File: src/rtl/cla_pkg.sv
// shared types and constants of the command line assembler
package cla_pkg;

    localparam int CHAR_W     = 8;
    localparam int IDX_W      = 7;
    localparam int LEN_W      = 6;
    localparam int STATUS_W   = 2;
    localparam int CFG_IDX_W  = 2;
    localparam int JOBQ_DEPTH = 2;
    localparam int OUT_DEPTH  = 4;

    localparam logic [STATUS_W-1:0] ST_INCOMPLETE = 2'd0;
    localparam logic [STATUS_W-1:0] ST_DONE       = 2'd1;
    localparam logic [STATUS_W-1:0] ST_FULL       = 2'd2;

    localparam logic CMD_CLEAR = 1'b1;

    localparam logic [CHAR_W-1:0] CH_SEMI  = 8'h3B;
    localparam logic [CHAR_W-1:0] CH_BS    = 8'h08;
    localparam logic [CHAR_W-1:0] CH_QUOTE = 8'h22;
    localparam logic [CHAR_W-1:0] CH_CR    = 8'h0D;
    localparam logic [CHAR_W-1:0] CH_LF    = 8'h0A;

    localparam logic [CFG_IDX_W-1:0] CFG_LINE_CAPACITY = 2'd0;
    localparam logic [CFG_IDX_W-1:0] CFG_LF_TERMINATES = 2'd1;

    localparam logic [IDX_W-1:0] CAP_RESET = 7'd64;

    typedef struct packed {
        logic                line;
        logic [STATUS_W-1:0] status;
        logic [IDX_W-1:0]    len;
    } job_t;

    typedef struct packed {
        logic [STATUS_W-1:0] status;
        logic [CHAR_W-1:0]   line_char;
        logic                char_valid;
        logic                last;
        logic [LEN_W-1:0]    line_length;
    } result_t;

endpackage

File: src/rtl/cla_line_store.sv
// line store memory, one write port and two registered read ports
module cla_line_store #(
    parameter int LINE_DEPTH = 64
) (
    input  logic                        clk,
    input  logic                        wr_en,
    input  logic [cla_pkg::IDX_W-1:0]   wr_idx,
    input  logic [cla_pkg::CHAR_W-1:0]  wr_data,
    input  logic [cla_pkg::IDX_W-1:0]   rd_a_idx,
    output logic [cla_pkg::CHAR_W-1:0]  rd_a_data,
    input  logic [cla_pkg::IDX_W-1:0]   rd_b_idx,
    output logic [cla_pkg::CHAR_W-1:0]  rd_b_data
);
    import cla_pkg::*;

    localparam int MEM_LIMIT = 1 << IDX_W;
    localparam int MEM_DEPTH = (LINE_DEPTH > MEM_LIMIT) ? MEM_LIMIT : LINE_DEPTH;
    localparam int AW        = $clog2(MEM_DEPTH);

    logic [CHAR_W-1:0] mem [MEM_DEPTH];

    always_ff @(posedge clk)
    begin
        if (wr_en)
        begin
            mem[wr_idx[AW-1:0]] <= wr_data;
        end
        rd_a_data <= mem[rd_a_idx[AW-1:0]];
        rd_b_data <= mem[rd_b_idx[AW-1:0]];
    end

endmodule

File: src/rtl/cla_job_queue.sv
// short job queue between the front and the back
module cla_job_queue (
    input  logic          clk,
    input  logic          rst_n,
    input  logic          push,
    input  cla_pkg::job_t push_job,
    output logic          full,
    input  logic          pop,
    output cla_pkg::job_t pop_job,
    output logic          empty
);
    import cla_pkg::*;

    localparam int PW = $clog2(JOBQ_DEPTH);
    localparam int CW = $clog2(JOBQ_DEPTH + 1);

    job_t          q_reg [JOBQ_DEPTH];
    logic [PW-1:0] wp_reg;
    logic [PW-1:0] rp_reg;
    logic [CW-1:0] count_reg;
    logic [CW-1:0] count_next;
    logic          do_push;
    logic          do_pop;

    assign full    = (count_reg == CW'(JOBQ_DEPTH));
    assign empty   = (count_reg == '0);
    assign do_push = push && !full;
    assign do_pop  = pop && !empty;
    assign pop_job = q_reg[rp_reg];

    always_comb
    begin
        count_next = count_reg;
        if (do_push && !do_pop)
        begin
            count_next = count_reg + CW'(1);
        end
        else if (do_pop && !do_push)
        begin
            count_next = count_reg - CW'(1);
        end
    end

    always_ff @(posedge clk or negedge rst_n)
    begin
        if (!rst_n)
        begin
            wp_reg    <= '0;
            rp_reg    <= '0;
            count_reg <= '0;
        end
        else
        begin
            if (do_push)
            begin
                wp_reg <= wp_reg + PW'(1);
            end
            if (do_pop)
            begin
                rp_reg <= rp_reg + PW'(1);
            end
            count_reg <= count_next;
        end
    end

    always_ff @(posedge clk)
    begin
        if (do_push)
        begin
            q_reg[wp_reg] <= push_job;
        end
    end

endmodule

File: src/rtl/cla_front.sv
// front: accepts characters, keeps line state, writes the line store, queues jobs
module cla_front #(
    parameter int LINE_DEPTH = 64
) (
    input  logic                        clk,
    input  logic                        rst_n,
    input  logic                        push,
    output logic                        full,
    input  logic                        command,
    input  logic [cla_pkg::CHAR_W-1:0]  char_code,
    input  logic [cla_pkg::IDX_W-1:0]   line_capacity,
    input  logic                        lf_terminates,
    output logic                        wr_en,
    output logic [cla_pkg::IDX_W-1:0]   wr_idx,
    output logic [cla_pkg::CHAR_W-1:0]  wr_data,
    output logic [cla_pkg::IDX_W-1:0]   rd_idx,
    input  logic [cla_pkg::CHAR_W-1:0]  rd_data,
    output logic                        job_push,
    output cla_pkg::job_t               job,
    input  logic                        job_full,
    input  logic                        line_done
);
    import cla_pkg::*;

    localparam int IDX_MAX = (1 << IDX_W) - 1;
    localparam logic [IDX_W-1:0] CAP_MAX = IDX_W'((LINE_DEPTH > IDX_MAX) ? IDX_MAX : LINE_DEPTH);

    logic [IDX_W-1:0]  wi_reg;
    logic [IDX_W-1:0]  wi_next;
    logic              par_reg;
    logic              par_next;
    logic              full_reg;
    logic              full_next;
    logic              pend_reg;
    logic              pend_next;
    logic              byp_reg;
    logic [CHAR_W-1:0] byp_char_reg;
    logic [CHAR_W-1:0] top_char;
    logic [IDX_W-1:0]  cap_eff;
    logic              accept;
    logic              is_eol;
    logic              par_t;
    logic              fin;

    function automatic logic no_room(input logic [IDX_W-1:0] w, input logic [IDX_W-1:0] cap);
        return !(({1'b0, w} + (IDX_W+1)'(1)) < {1'b0, cap});
    endfunction

    assign cap_eff  = (line_capacity > CAP_MAX) ? CAP_MAX : line_capacity;
    assign full     = job_full || (pend_reg && !line_done);
    assign accept   = push && !full;
    assign is_eol   = (char_code == CH_CR) || (char_code == CH_LF);
    assign top_char = byp_reg ? byp_char_reg : rd_data;
    assign wr_idx   = wi_reg;
    assign wr_data  = char_code;
    assign rd_idx   = wi_next - IDX_W'(1);
    assign job_push = accept;

    always_comb
    begin
        wi_next    = wi_reg;
        par_next   = par_reg;
        full_next  = full_reg;
        pend_next  = pend_reg && !line_done;
        wr_en      = 1'b0;
        par_t      = par_reg ^ (char_code == CH_QUOTE);
        fin        = 1'b0;
        job.line   = 1'b0;
        job.status = ST_INCOMPLETE;
        job.len    = '0;
        if (accept)
        begin
            if (command == CMD_CLEAR)
            begin
                wi_next   = '0;
                par_next  = 1'b0;
                full_next = 1'b0;
            end
            else if (full_reg || no_room(wi_reg, cap_eff))
            begin
                full_next  = 1'b1;
                job.status = ST_FULL;
            end
            else
            begin
                if (is_eol && !lf_terminates)
                begin
                    wi_next  = '0;
                    par_next = 1'b0;
                end
                else if (char_code == CH_BS)
                begin
                    if (wi_reg != '0)
                    begin
                        wi_next = wi_reg - IDX_W'(1);
                        if (top_char == CH_QUOTE)
                        begin
                            par_next = !par_reg;
                        end
                    end
                end
                else if (!par_t && ((char_code == CH_SEMI) || is_eol))
                begin
                    fin        = 1'b1;
                    wi_next    = '0;
                    par_next   = 1'b0;
                    job.status = ST_DONE;
                    if (wi_reg != '0)
                    begin
                        job.line  = 1'b1;
                        job.len   = wi_reg;
                        pend_next = 1'b1;
                    end
                end
                else
                begin
                    wr_en    = 1'b1;
                    wi_next  = wi_reg + IDX_W'(1);
                    par_next = par_t;
                end
                if (!fin && no_room(wi_next, cap_eff))
                begin
                    full_next  = 1'b1;
                    job.status = ST_FULL;
                end
            end
        end
    end

    always_ff @(posedge clk or negedge rst_n)
    begin
        if (!rst_n)
        begin
            wi_reg   <= '0;
            par_reg  <= 1'b0;
            full_reg <= 1'b0;
            pend_reg <= 1'b0;
            byp_reg  <= 1'b0;
        end
        else
        begin
            wi_reg   <= wi_next;
            par_reg  <= par_next;
            full_reg <= full_next;
            pend_reg <= pend_next;
            byp_reg  <= wr_en;
        end
    end

    always_ff @(posedge clk)
    begin
        byp_char_reg <= char_code;
    end

    // store is never written while a finished line is still being read out
    a_no_write_while_pending: assert property (@(posedge clk) disable iff (!rst_n)
        wr_en |-> !pend_reg || line_done)
        else $error("line store written while a line is pending");

    // writes stay below the capacity in use
    a_write_in_range: assert property (@(posedge clk) disable iff (!rst_n)
        wr_en |-> (({1'b0, wr_idx} + (IDX_W+1)'(1)) < {1'b0, cap_eff}))
        else $error("line store written beyond capacity");

endmodule

File: src/rtl/cla_back.sv
// back: runs queued jobs, reads finished lines out of the store, result queue
module cla_back (
    input  logic                        clk,
    input  logic                        rst_n,
    input  logic                        job_empty,
    input  cla_pkg::job_t               job,
    output logic                        job_pop,
    output logic [cla_pkg::IDX_W-1:0]   rd_idx,
    input  logic [cla_pkg::CHAR_W-1:0]  rd_data,
    output logic                        line_done,
    input  logic                        pop,
    output logic                        empty,
    output cla_pkg::result_t            res
);
    import cla_pkg::*;

    localparam int PW = $clog2(OUT_DEPTH);
    localparam int CW = $clog2(OUT_DEPTH + 1);

    logic             busy_reg;
    logic             busy_next;
    logic [IDX_W-1:0] len_reg;
    logic [IDX_W-1:0] len_next;
    logic [IDX_W-1:0] k_reg;
    logic [IDX_W-1:0] k_next;
    logic             done_reg;
    logic             done_next;
    logic             s1_valid_reg;
    result_t          s1_reg;
    result_t          desc;
    result_t          land;
    logic             issue;
    logic             room;
    logic             is_last;
    result_t          fifo_reg [OUT_DEPTH];
    logic [PW-1:0]    wp_reg;
    logic [PW-1:0]    rp_reg;
    logic [CW-1:0]    count_reg;
    logic [CW-1:0]    count_next;
    logic             pop_f;

    assign room      = ((CW+1)'(count_reg) + (CW+1)'(s1_valid_reg)) < (CW+1)'(OUT_DEPTH);
    assign is_last   = (({1'b0, k_reg} + (IDX_W+1)'(1)) == {1'b0, len_reg});
    assign rd_idx    = k_reg;
    assign line_done = done_reg;
    assign empty     = (count_reg == '0);
    assign pop_f     = pop && !empty;
    assign res       = fifo_reg[rp_reg];

    always_comb
    begin
        issue     = 1'b0;
        job_pop   = 1'b0;
        busy_next = busy_reg;
        len_next  = len_reg;
        k_next    = k_reg;
        done_next = 1'b0;
        desc      = '0;
        if (room)
        begin
            if (busy_reg)
            begin
                issue            = 1'b1;
                desc.status      = ST_DONE;
                desc.char_valid  = 1'b1;
                desc.last        = is_last;
                desc.line_length = len_reg[LEN_W-1:0];
                k_next           = k_reg + IDX_W'(1);
                if (is_last)
                begin
                    busy_next = 1'b0;
                    done_next = 1'b1;
                end
            end
            else if (!job_empty)
            begin
                job_pop = 1'b1;
                if (job.line)
                begin
                    busy_next = 1'b1;
                    len_next  = job.len;
                    k_next    = '0;
                end
                else
                begin
                    issue       = 1'b1;
                    desc.status = job.status;
                    desc.last   = 1'b1;
                end
            end
        end
    end

    always_comb
    begin
        land = s1_reg;
        land.line_char = s1_reg.char_valid ? rd_data : '0;
    end

    always_comb
    begin
        count_next = count_reg;
        if (s1_valid_reg && !pop_f)
        begin
            count_next = count_reg + CW'(1);
        end
        else if (pop_f && !s1_valid_reg)
        begin
            count_next = count_reg - CW'(1);
        end
    end

    always_ff @(posedge clk or negedge rst_n)
    begin
        if (!rst_n)
        begin
            busy_reg     <= 1'b0;
            k_reg        <= '0;
            done_reg     <= 1'b0;
            s1_valid_reg <= 1'b0;
            wp_reg       <= '0;
            rp_reg       <= '0;
            count_reg    <= '0;
        end
        else
        begin
            busy_reg     <= busy_next;
            k_reg        <= k_next;
            done_reg     <= done_next;
            s1_valid_reg <= issue;
            if (s1_valid_reg)
            begin
                wp_reg <= wp_reg + PW'(1);
            end
            if (pop_f)
            begin
                rp_reg <= rp_reg + PW'(1);
            end
            count_reg <= count_next;
        end
    end

    always_ff @(posedge clk)
    begin
        len_reg <= len_next;
        s1_reg  <= desc;
        if (s1_valid_reg)
        begin
            fifo_reg[wp_reg] <= land;
        end
    end

    // a beat landing from the read stage always finds a free slot
    a_no_overflow: assert property (@(posedge clk) disable iff (!rst_n)
        s1_valid_reg |-> (count_reg < CW'(OUT_DEPTH)) || pop_f)
        else $error("result queue overflow");

    // line done follows the final read of a line
    a_done_after_line: assert property (@(posedge clk) disable iff (!rst_n)
        done_reg |-> !busy_reg && $past(busy_reg))
        else $error("line done without a line in progress");

endmodule

File: src/rtl/command_line_assembler.sv
// top level of the command line assembler
// Characters are taken one per cycle while full is low; each result beat passes the job
// queue, the read stage register and the result queue. A line end outside quotes closing
// a non-empty line gives one beat per stored character, read from the line store at one
// per cycle through its second read port while the result queue has room; full stays
// high from the accepted line end until the last character of that line has been read.
// Full is also high while the two-entry job queue between the front and the back is full,
// which happens when results are not popped. Configuration writes are taken in any cycle.
module command_line_assembler #(
    parameter int LINE_DEPTH = 64
) (
    input  logic                            clk,
    input  logic                            rst_n,
    input  logic                            push,
    output logic                            full,
    input  logic                            command,
    input  logic [cla_pkg::CHAR_W-1:0]      char_code,
    output logic                            empty,
    input  logic                            pop,
    output logic [cla_pkg::STATUS_W-1:0]    status,
    output logic [cla_pkg::CHAR_W-1:0]      line_char,
    output logic                            char_valid,
    output logic                            last,
    output logic [cla_pkg::LEN_W-1:0]       line_length,
    input  logic                            cfg_valid,
    output logic                            cfg_ready,
    input  logic [cla_pkg::CFG_IDX_W-1:0]   cfg_index,
    input  logic [cla_pkg::IDX_W-1:0]       cfg_data
);
    import cla_pkg::*;

    logic [IDX_W-1:0]  line_capacity_reg;
    logic              lf_terminates_reg;
    logic              wr_en;
    logic [IDX_W-1:0]  wr_idx;
    logic [CHAR_W-1:0] wr_data;
    logic [IDX_W-1:0]  rd_a_idx;
    logic [CHAR_W-1:0] rd_a_data;
    logic [IDX_W-1:0]  rd_b_idx;
    logic [CHAR_W-1:0] rd_b_data;
    logic              job_push;
    job_t              push_job;
    logic              job_full;
    logic              job_pop;
    job_t              pop_job;
    logic              job_empty;
    logic              line_done;
    result_t           res;

    assign cfg_ready = 1'b1;

    always_ff @(posedge clk or negedge rst_n)
    begin
        if (!rst_n)
        begin
            line_capacity_reg <= CAP_RESET;
            lf_terminates_reg <= 1'b0;
        end
        else if (cfg_valid && cfg_ready)
        begin
            unique case (cfg_index)
                CFG_LINE_CAPACITY: line_capacity_reg <= cfg_data;
                CFG_LF_TERMINATES: lf_terminates_reg <= cfg_data[0];
                default: ;
            endcase
        end
    end

    cla_front #(
        .LINE_DEPTH (LINE_DEPTH)
    ) u_front (
        .clk           (clk),
        .rst_n         (rst_n),
        .push          (push),
        .full          (full),
        .command       (command),
        .char_code     (char_code),
        .line_capacity (line_capacity_reg),
        .lf_terminates (lf_terminates_reg),
        .wr_en         (wr_en),
        .wr_idx        (wr_idx),
        .wr_data       (wr_data),
        .rd_idx        (rd_a_idx),
        .rd_data       (rd_a_data),
        .job_push      (job_push),
        .job           (push_job),
        .job_full      (job_full),
        .line_done     (line_done)
    );

    cla_line_store #(
        .LINE_DEPTH (LINE_DEPTH)
    ) u_store (
        .clk       (clk),
        .wr_en     (wr_en),
        .wr_idx    (wr_idx),
        .wr_data   (wr_data),
        .rd_a_idx  (rd_a_idx),
        .rd_a_data (rd_a_data),
        .rd_b_idx  (rd_b_idx),
        .rd_b_data (rd_b_data)
    );

    cla_job_queue u_jobq (
        .clk      (clk),
        .rst_n    (rst_n),
        .push     (job_push),
        .push_job (push_job),
        .full     (job_full),
        .pop      (job_pop),
        .pop_job  (pop_job),
        .empty    (job_empty)
    );

    cla_back u_back (
        .clk       (clk),
        .rst_n     (rst_n),
        .job_empty (job_empty),
        .job       (pop_job),
        .job_pop   (job_pop),
        .rd_idx    (rd_b_idx),
        .rd_data   (rd_b_data),
        .line_done (line_done),
        .pop       (pop),
        .empty     (empty),
        .res       (res)
    );

    assign status      = res.status;
    assign line_char   = res.line_char;
    assign char_valid  = res.char_valid;
    assign last        = res.last;
    assign line_length = res.line_length;

endmodule

File: config.mk
export PLATFORM = sky130hd
export DESIGN_NAME = command_line_assembler
export DESIGN_NICKNAME = d
export VERILOG_FILES = /design/src/rtl/cla_pkg.sv /design/src/rtl/cla_line_store.sv /design/src/rtl/cla_job_queue.sv /design/src/rtl/cla_front.sv /design/src/rtl/cla_back.sv /design/src/rtl/command_line_assembler.sv
export SDC_FILE = /design/constraint.sdc
export NUM_CORES = 1
export LEC_CHECK = 0
export ABC_AREA = 1
export BUFFER_PORTS_ARGS = -buffer_cell sky130_fd_sc_hd__buf_2
export CORE_MARGIN = 4
export CORE_UTILIZATION = 46
export CTS_CLUSTER_DIAMETER = 150
export CTS_CLUSTER_SIZE = 25
export DETAILED_ROUTE_END_ITERATION = 6
export PLACE_DENSITY_LB_ADDON = 0.2
export SLEW_MARGIN = 20
export SYNTH_ARGS = -nofsm -noshare
export SYNTH_HDL_FRONTEND = slang
export SYNTH_SLANG_ARGS = --single-unit
File: constraint.sdc
create_clock -name clk -period 5.3 [get_ports clk]
set_input_delay 0 -clock clk [delete_from_list [all_inputs] [get_ports clk]]
set_output_delay 0 -clock clk [all_outputs]
set_load 0.01 [all_outputs]
Yosys cells after proc, flatten, opt, wreduce, memory -nomap -nowiden
Memory sizes are Yosys's and may differ from the RTL's. A register that Yosys moved wholly into a read port is not among the register bits.
Index checks and enable logic that the tools add are counted.

storage, ports and cells
  logic and storage cells = 196
  memories kept = 3
  output and inout bits = 21
  input port bits = 23
  bits in writable memories = 604
  ROM bits = 0
  bits in registers = 65
  bits in latches = 0

memory list
  name             depth  bits a word  read ports  clocked after memory_dff  write ports  line                  text
  u_store.mem      64     8            2           2                         1            cla_line_store.sv:20  logic [CHAR_W-1:0] mem [MEM_DEPTH];
  u_back.fifo_reg  4      18           1           0                         1            cla_back.sv:35        result_t fifo_reg [OUT_DEPTH];
  u_jobq.q_reg     2      10           1           0                         1            cla_job_queue.sv:17   job_t q_reg [JOBQ_DEPTH];

operators by class
  equal/unequal tests = 13
  mux-type cells = 85
  magnitude comparators = 4
  reduce and logical (&&, ||, !) cells = 47
  bitwise gates (word level) = 4
  multiply operators = 0
  shift operators = 0
  div/mod/pow operators = 0
  add/subtract/negate cells = 16

operators by type and width
  cell                 number
  $mux 7               16
  $mux 1               56
  $mux 10              5
  $add 7x1->8 const B  3
  $eq 8x4->1 const B   3
  $eq 8x6->1 const B   3
  $lt 8x7->1           2
  $mux 8               2
  $logic_not 1->1      15
  $add 7x1->7 const B  2
  $logic_and 1x1->1    12
  $eq 8x7->1           1
  $mux 2               4
  $ne 4x3->1 const B   2
  $reduce_and 2->1     4
  $reduce_and 4->1     2
  $gt 7x7->1 const B   1
  $reduce_bool 7->1    1
  $sub 7x1->7 const B  1
  $add 2x1->2 const B  3
  $mux 3               2
  $reduce_bool 2->1    3
  $sub 6x1->6 const B  1
  $add 3x1->4          1
  other kinds (16)     24

Depth between registers and ports, before layout
  depth in word-level cells = 18
  mapped depth = 33
  gate-level depth less buffers = 30

Cells and area by module
Synthesis repeated with hierarchy kept, for this count alone.

unflattened totals
  cell total of the unflattened synthesis = 3809
  area, all modules = 34485.6 um^2

by module, submodules not included
  module                  seq. area each (um^2)  area an instance (um^2)  cells an instance  instances
  cla_line_store          15695.1                26785.7                  3008               1
  cla_back                2997.9                 4280.4                   368                1
  cla_front               435.4                  2112.0                   310                1
  cla_job_queue           700.7                  957.2                    84                 1
  command_line_assembler  201.4                  350.3                    39                 1

Worst setup path after synthesis
OpenSTA, ideal clock, no wires.

  kind = register -> register
  from = register u_front.wi_reg[2] (netlist: u_front.wr_idx[2])
  to = register u_store.rd_a_data[3] in the netlist's numbering (read register of u_store.mem)
  path buffers = 4
  cell stages (with the launch flop) = 31
  data required time = 5241 ps
  clock period less this slack = 3876 ps
  slack = 1424 ps
  data arrival time = 3818 ps
  cell sequence = dfrtp_1 buf_2 nand2_1 nor2_4 inv_2 o221ai_1 inv_1 ha_1 a21o_1 nand3_1 nand2_1 inv_2 nand3_4 inv_2 nand3_1 nand2_2 nand2_4 inv_2 buf_2 ha_1 inv_1 clkbuf_1 clkbuf_1 nand2_1 o21ai_0 nand2_1 nand2_1 nand2_1 nand3_1 nand3_1 nand2_1

between the ends
  cells in the longest elaborated chain, start to end = 11
  elaborated cells on any way between the ends = 18

RTL lines
  element                              line                               text
  start: declaration                   cla_front.sv:28                    logic [IDX_W-1:0] wi_reg;
  start signal: assignment             cla_front.sv:142                   wi_reg <= wi_next;
  $add 7x1->7 (tied with other cells)  cla_front.sv:118                   wi_next = wi_reg + IDX_W'(1);
  $mux 7 (on tied branches)            cla_front.sv:102, cla_front.sv:93
  $mux 7                               cla_front.sv:91                    else if (char_code == CH_BS)
  $mux 7                               cla_front.sv:86                    if (is_eol && !lf_terminates)
  $mux 7                               cla_front.sv:79                    else if (full_reg || no_room(wi_reg, cap_eff))
  $mux 7                               cla_front.sv:73                    if (command == CMD_CLEAR)
  $mux 7                               cla_front.sv:71                    if (accept)
  $mux 7                               cla_front.sv:79
  $mux 7                               cla_front.sv:73
  $mux 7 (*)                           cla_front.sv:71
  $sub 6x1->6 (*)                      cla_front.sv:56                    assign rd_idx = wi_next - IDX_W'(1);
  end: declaration                     cla_line_store.sv:10               output logic [cla_pkg::CHAR_W-1:0] rd_a_data,

Every way passes the cells marked *; elsewhere a longest branch is shown, timed or not. The select of a mux whose other input is x is not followed.
A chain may end at the register's enable or synchronous reset.

Final worst setup path
  from = register u_front.wi_reg[1] (netlist: u_front.wr_idx[1])
  to = register u_store.rd_a_data[4] in the netlist's numbering (read register of u_store.mem)

Same word-level chain as after synthesis.

==> flow_metrics.tcl <==
set metrics [dict create \
    outcome "finished clean" \
    synth-adder-area-share 0.009074 \
    ys_warn_count 0 \
    critPathMaxFanout 36 \
    seq_area_frac_synth 0.5675 \
    syn_avg_cell_area_um2 8.943 \
    rsz0062_at_grt "no" \
    period_needed_ns 5.036 \
    area_delta_synth_final_pct 6.430 \
    setup_violations 0 \
    max_freq_mhz 198.6 \
    start_util 0.4648 \
    post_cts_buffers 0 \
    clk_latency_ns 0.65 \
    cts_tree "yes" \
    rows 101 \
    numClockSinks 685 \
    first_global_vias 26269 \
    die-width_um 285.0 \
    placed_cells 4828 \
    holdPathStages 2 \
    nets 3908 \
    synth_mux_area_frac 0.002481 \
    ioPinCount 44 \
    syn_nets 3995 \
    slew_headroom 0.2684 \
    track_usage 0.2625 \
    worstHoldStart "char_code[1]" \
    cts-buffers-inserted 31 \
    fin_setup_tns_ns 0 \
    final_util 0.4947 \
    first_iter_violations 3412 \
    vias 28064 \
    instances_no_fill 4915 \
    ir_drop_v 0.0004315 \
    synth.lib_cells_used.distinct 54 \
    placeableCoreArea_um2 75950 \
    p_leak_nw 15.25 \
    synth-xor-area-share 0.007408 \
    mostFrequentLayoutCell "nand3_1" \
    hp-class "primary input to flop" \
    cts_buffer_depth 3 \
    drive_gt1_frac 0.05304 \
    min_to "u_front.byp_char_reg[1]" \
    cp.required_ns 5.84 \
    synth_top_family_by_area "simple AND/OR/NAND/NOR gates" \
    grt_pass1_wl_um 164800 \
    r2r-start "u_front.wr_idx[1]" \
    final_cell_mix "nand3_1 (909), nand2_1 (711), edfxtp_1 (611)" \
    dieHeight_um 285.0 \
    viasPerCell 5.710 \
    nFillCells 7119 \
    synth_edf_count 611 \
    drc 0 \
    hold_viol 0 \
    async_flop_share 0.05839 \
    grt_max_degree 157 \
    path_class "flop to flop" \
    netlist_top_cells_area "edfxtp_1 (52%), nand3_1 (13%), nand2_1 (7.6%)" \
    arrival_ns 5.58 \
    grt-ovfl-total 0 \
    maxCapViolCount 0 \
    finalCritPeriodShare 0.9503 \
    die-area_um2 81230 \
    detail_route.wirelength_um 108600 \
    htreeDepth 1 \
    tightest_slew_ns 1.093 \
    ys_ff_latch 685 \
    skew_ns 0.02158 \
    drv_slew 0 \
    path_clk_slew_ns 0.10 \
    firstDrtPassIters 6 \
    rr_endpoint "u_store.rd_a_data[4]" \
    synth_top_area_frac 0.5198 \
    synth_cells 3947 \
    rrSetupSlack_ns 0.26 \
    cts-root-buf "clkbuf_16" \
    endpoint_kind "flop" \
    largest_reg_flops 512 \
    critPathLaunchType "flop" \
    ys.flop_type "edfxtp_1" \
    syn_area_um2 35300 \
    drt-wirelength-per-cell_um 22.09 \
    synth-compound-area-share 0.08340 \
    power.density_nw_per_um2 556.6 \
    yosys.area_share.simple 0.2325 \
    dp_hpwl_um 64760 \
    gp_congestion 0.9028 \
    antenna_found_initial 4 \
    ant_nets 0 \
    reg2reg_depth 24 \
    portBuffers 42 \
    synth_top_cell_by_area "edfxtp_1" \
]
-- layout make-up --
cell class	count	area (µm²)	share of cell area
clock inverter	1	16.27	0.0004330
antenna	1	2.502	0.00006661
sequential	685	20040	0.5334
clock buffer	56	869.6	0.02315
timing repair buffer	148	1254	0.03337
multi-input combinational	2404	11880	0.3161
inverter	590	2223	0.05918
tap	1030	1289	0.03430
-- per-stage QoR --
stage	hold slack (ns)	setup WS, ns	cell area (µm²)	power [mW]
final	0.05562	0.2636	37570	20.91
after global routing	0.05433	0.04454	37570	22.21
after floorplan	-0.2956	1.424	35300	14.07
after detailed placement	0.1249	0.2764	36390	17.94
after CTS	0.02579	0.2757	37560	20.75
after global placement	0.1174	0.3351	36390	17.90
-- worst max path at each step --
stage | startpoint | end | cells past startpoint
2_1_floorplan | u_front.wr_idx[2] | u_store.rd_a_data[3] | 30
3_3_place_gp | u_front.wr_idx[1] | u_store.rd_a_data[4] | 24
3_5_place_dp | u_front.wr_idx[1] | u_store.rd_a_data[4] | 24
4_1_cts | u_front.wr_idx[1] | u_store.rd_a_data[4] | 24
5_1_grt | u_front.wr_idx[1] | u_store.rd_a_data[4] | 25
6_report | u_front.wr_idx[1] | u_store.rd_a_data[4] | 24
-- where the power goes --
part | switching, mW | internal [mW]
clock | 1.71 | 1.12
sequential | 0.366 | 6.40
combinational | 8.11 | 3.20
total | 10.2 | 10.7
-- per-layer routing --
metal / GRT usage / part of all wire / vias to the layer above
met1: 0.3747 / 0.41 / 13236
met3: 0.03605 / 0.090 / 221
met4: 0.1059 / 0.046 / 2
met5: 0 / 0.00011 / -
met2: 0.4074 / 0.45 / 1435
li1: - / - / 13170
-- what timing repair did --
action                                 CTS  global route
resized for setup                        0             1
endpoints found under the hold margin   97             0
setup endpoints to repair                0             5
hold buffers                            29             0
-- Yosys cell counts, types with 2 or more instances --
| cell type | instances |
|---|---|
| a211oi_1 | 2 |
| nand3b_1 | 10 |
| mux2_2 | 6 |
| buf_1 | 30 |
| o21ai_1 | 15 |
| a21oi_1 | 137 |
| o31ai_1 | 2 |
| buf_4 | 12 |
| mux2i_1 | 2 |
| edfxtp_1 | 611 |
| o21ai_2 | 4 |
| nor2_4 | 3 |
| nor3_1 | 16 |
| o211ai_1 | 129 |
| xnor2_1 | 7 |
| buf_2 | 62 |
| dfxtp_1 | 34 |
| o2111ai_1 | 2 |
| dfrtp_1 | 39 |
| nand4_1 | 6 |
| clkinv_1 | 3 |
| xor2_1 | 16 |
| buf_6 | 13 |
| nand3_1 | 909 |
| nor4_1 | 6 |
| ha_1 | 24 |
| nand2_1 | 713 |
| nor2_2 | 3 |
| o21ai_0 | 186 |
| clkbuf_1 | 151 |
| nor2_1 | 158 |
| nand2_2 | 6 |
| inv_1 | 572 |
| inv_2 | 13 |
| o22ai_1 | 26 |
-- worst max-delay path, stage by stage, from the launching register on --
cell and delay, ns:
dfrtp_1 0.54, nand2_1 0.14, nor2_4 0.15, inv_2 0.09, o221ai_1 0.26, inv_1 0.07
ha_1 0.29, a21o_1 0.16, nand3_1 0.07, nand2_1 0.06, inv_2 0.07, nand3_4 0.13
a21oi_1 0.37, nand2_8 0.20, nand2_8 0.27, inv_2 0.10, ha_4 0.55, inv_6 0.23
buf_12 0.26, nand3_1 0.11, nand3_1 0.14, nand3_1 0.24, nand3_1 0.18, nand3_1 0.13
nand2_1 0.05
-- cells by family (layout without fill, tap and decap cells) --
family / after synthesis / after routing
compound gates: 508 / 508
mux: 8 / 8
simple gates: 1836 / 1836
flops: 685 / 685
xor+xnor: 26 / 26
buf+inv: 858 / 795
other cells: 1 / 2
fa+ha+maj: 25 / 25
Power figures use the tool's default switching activity.
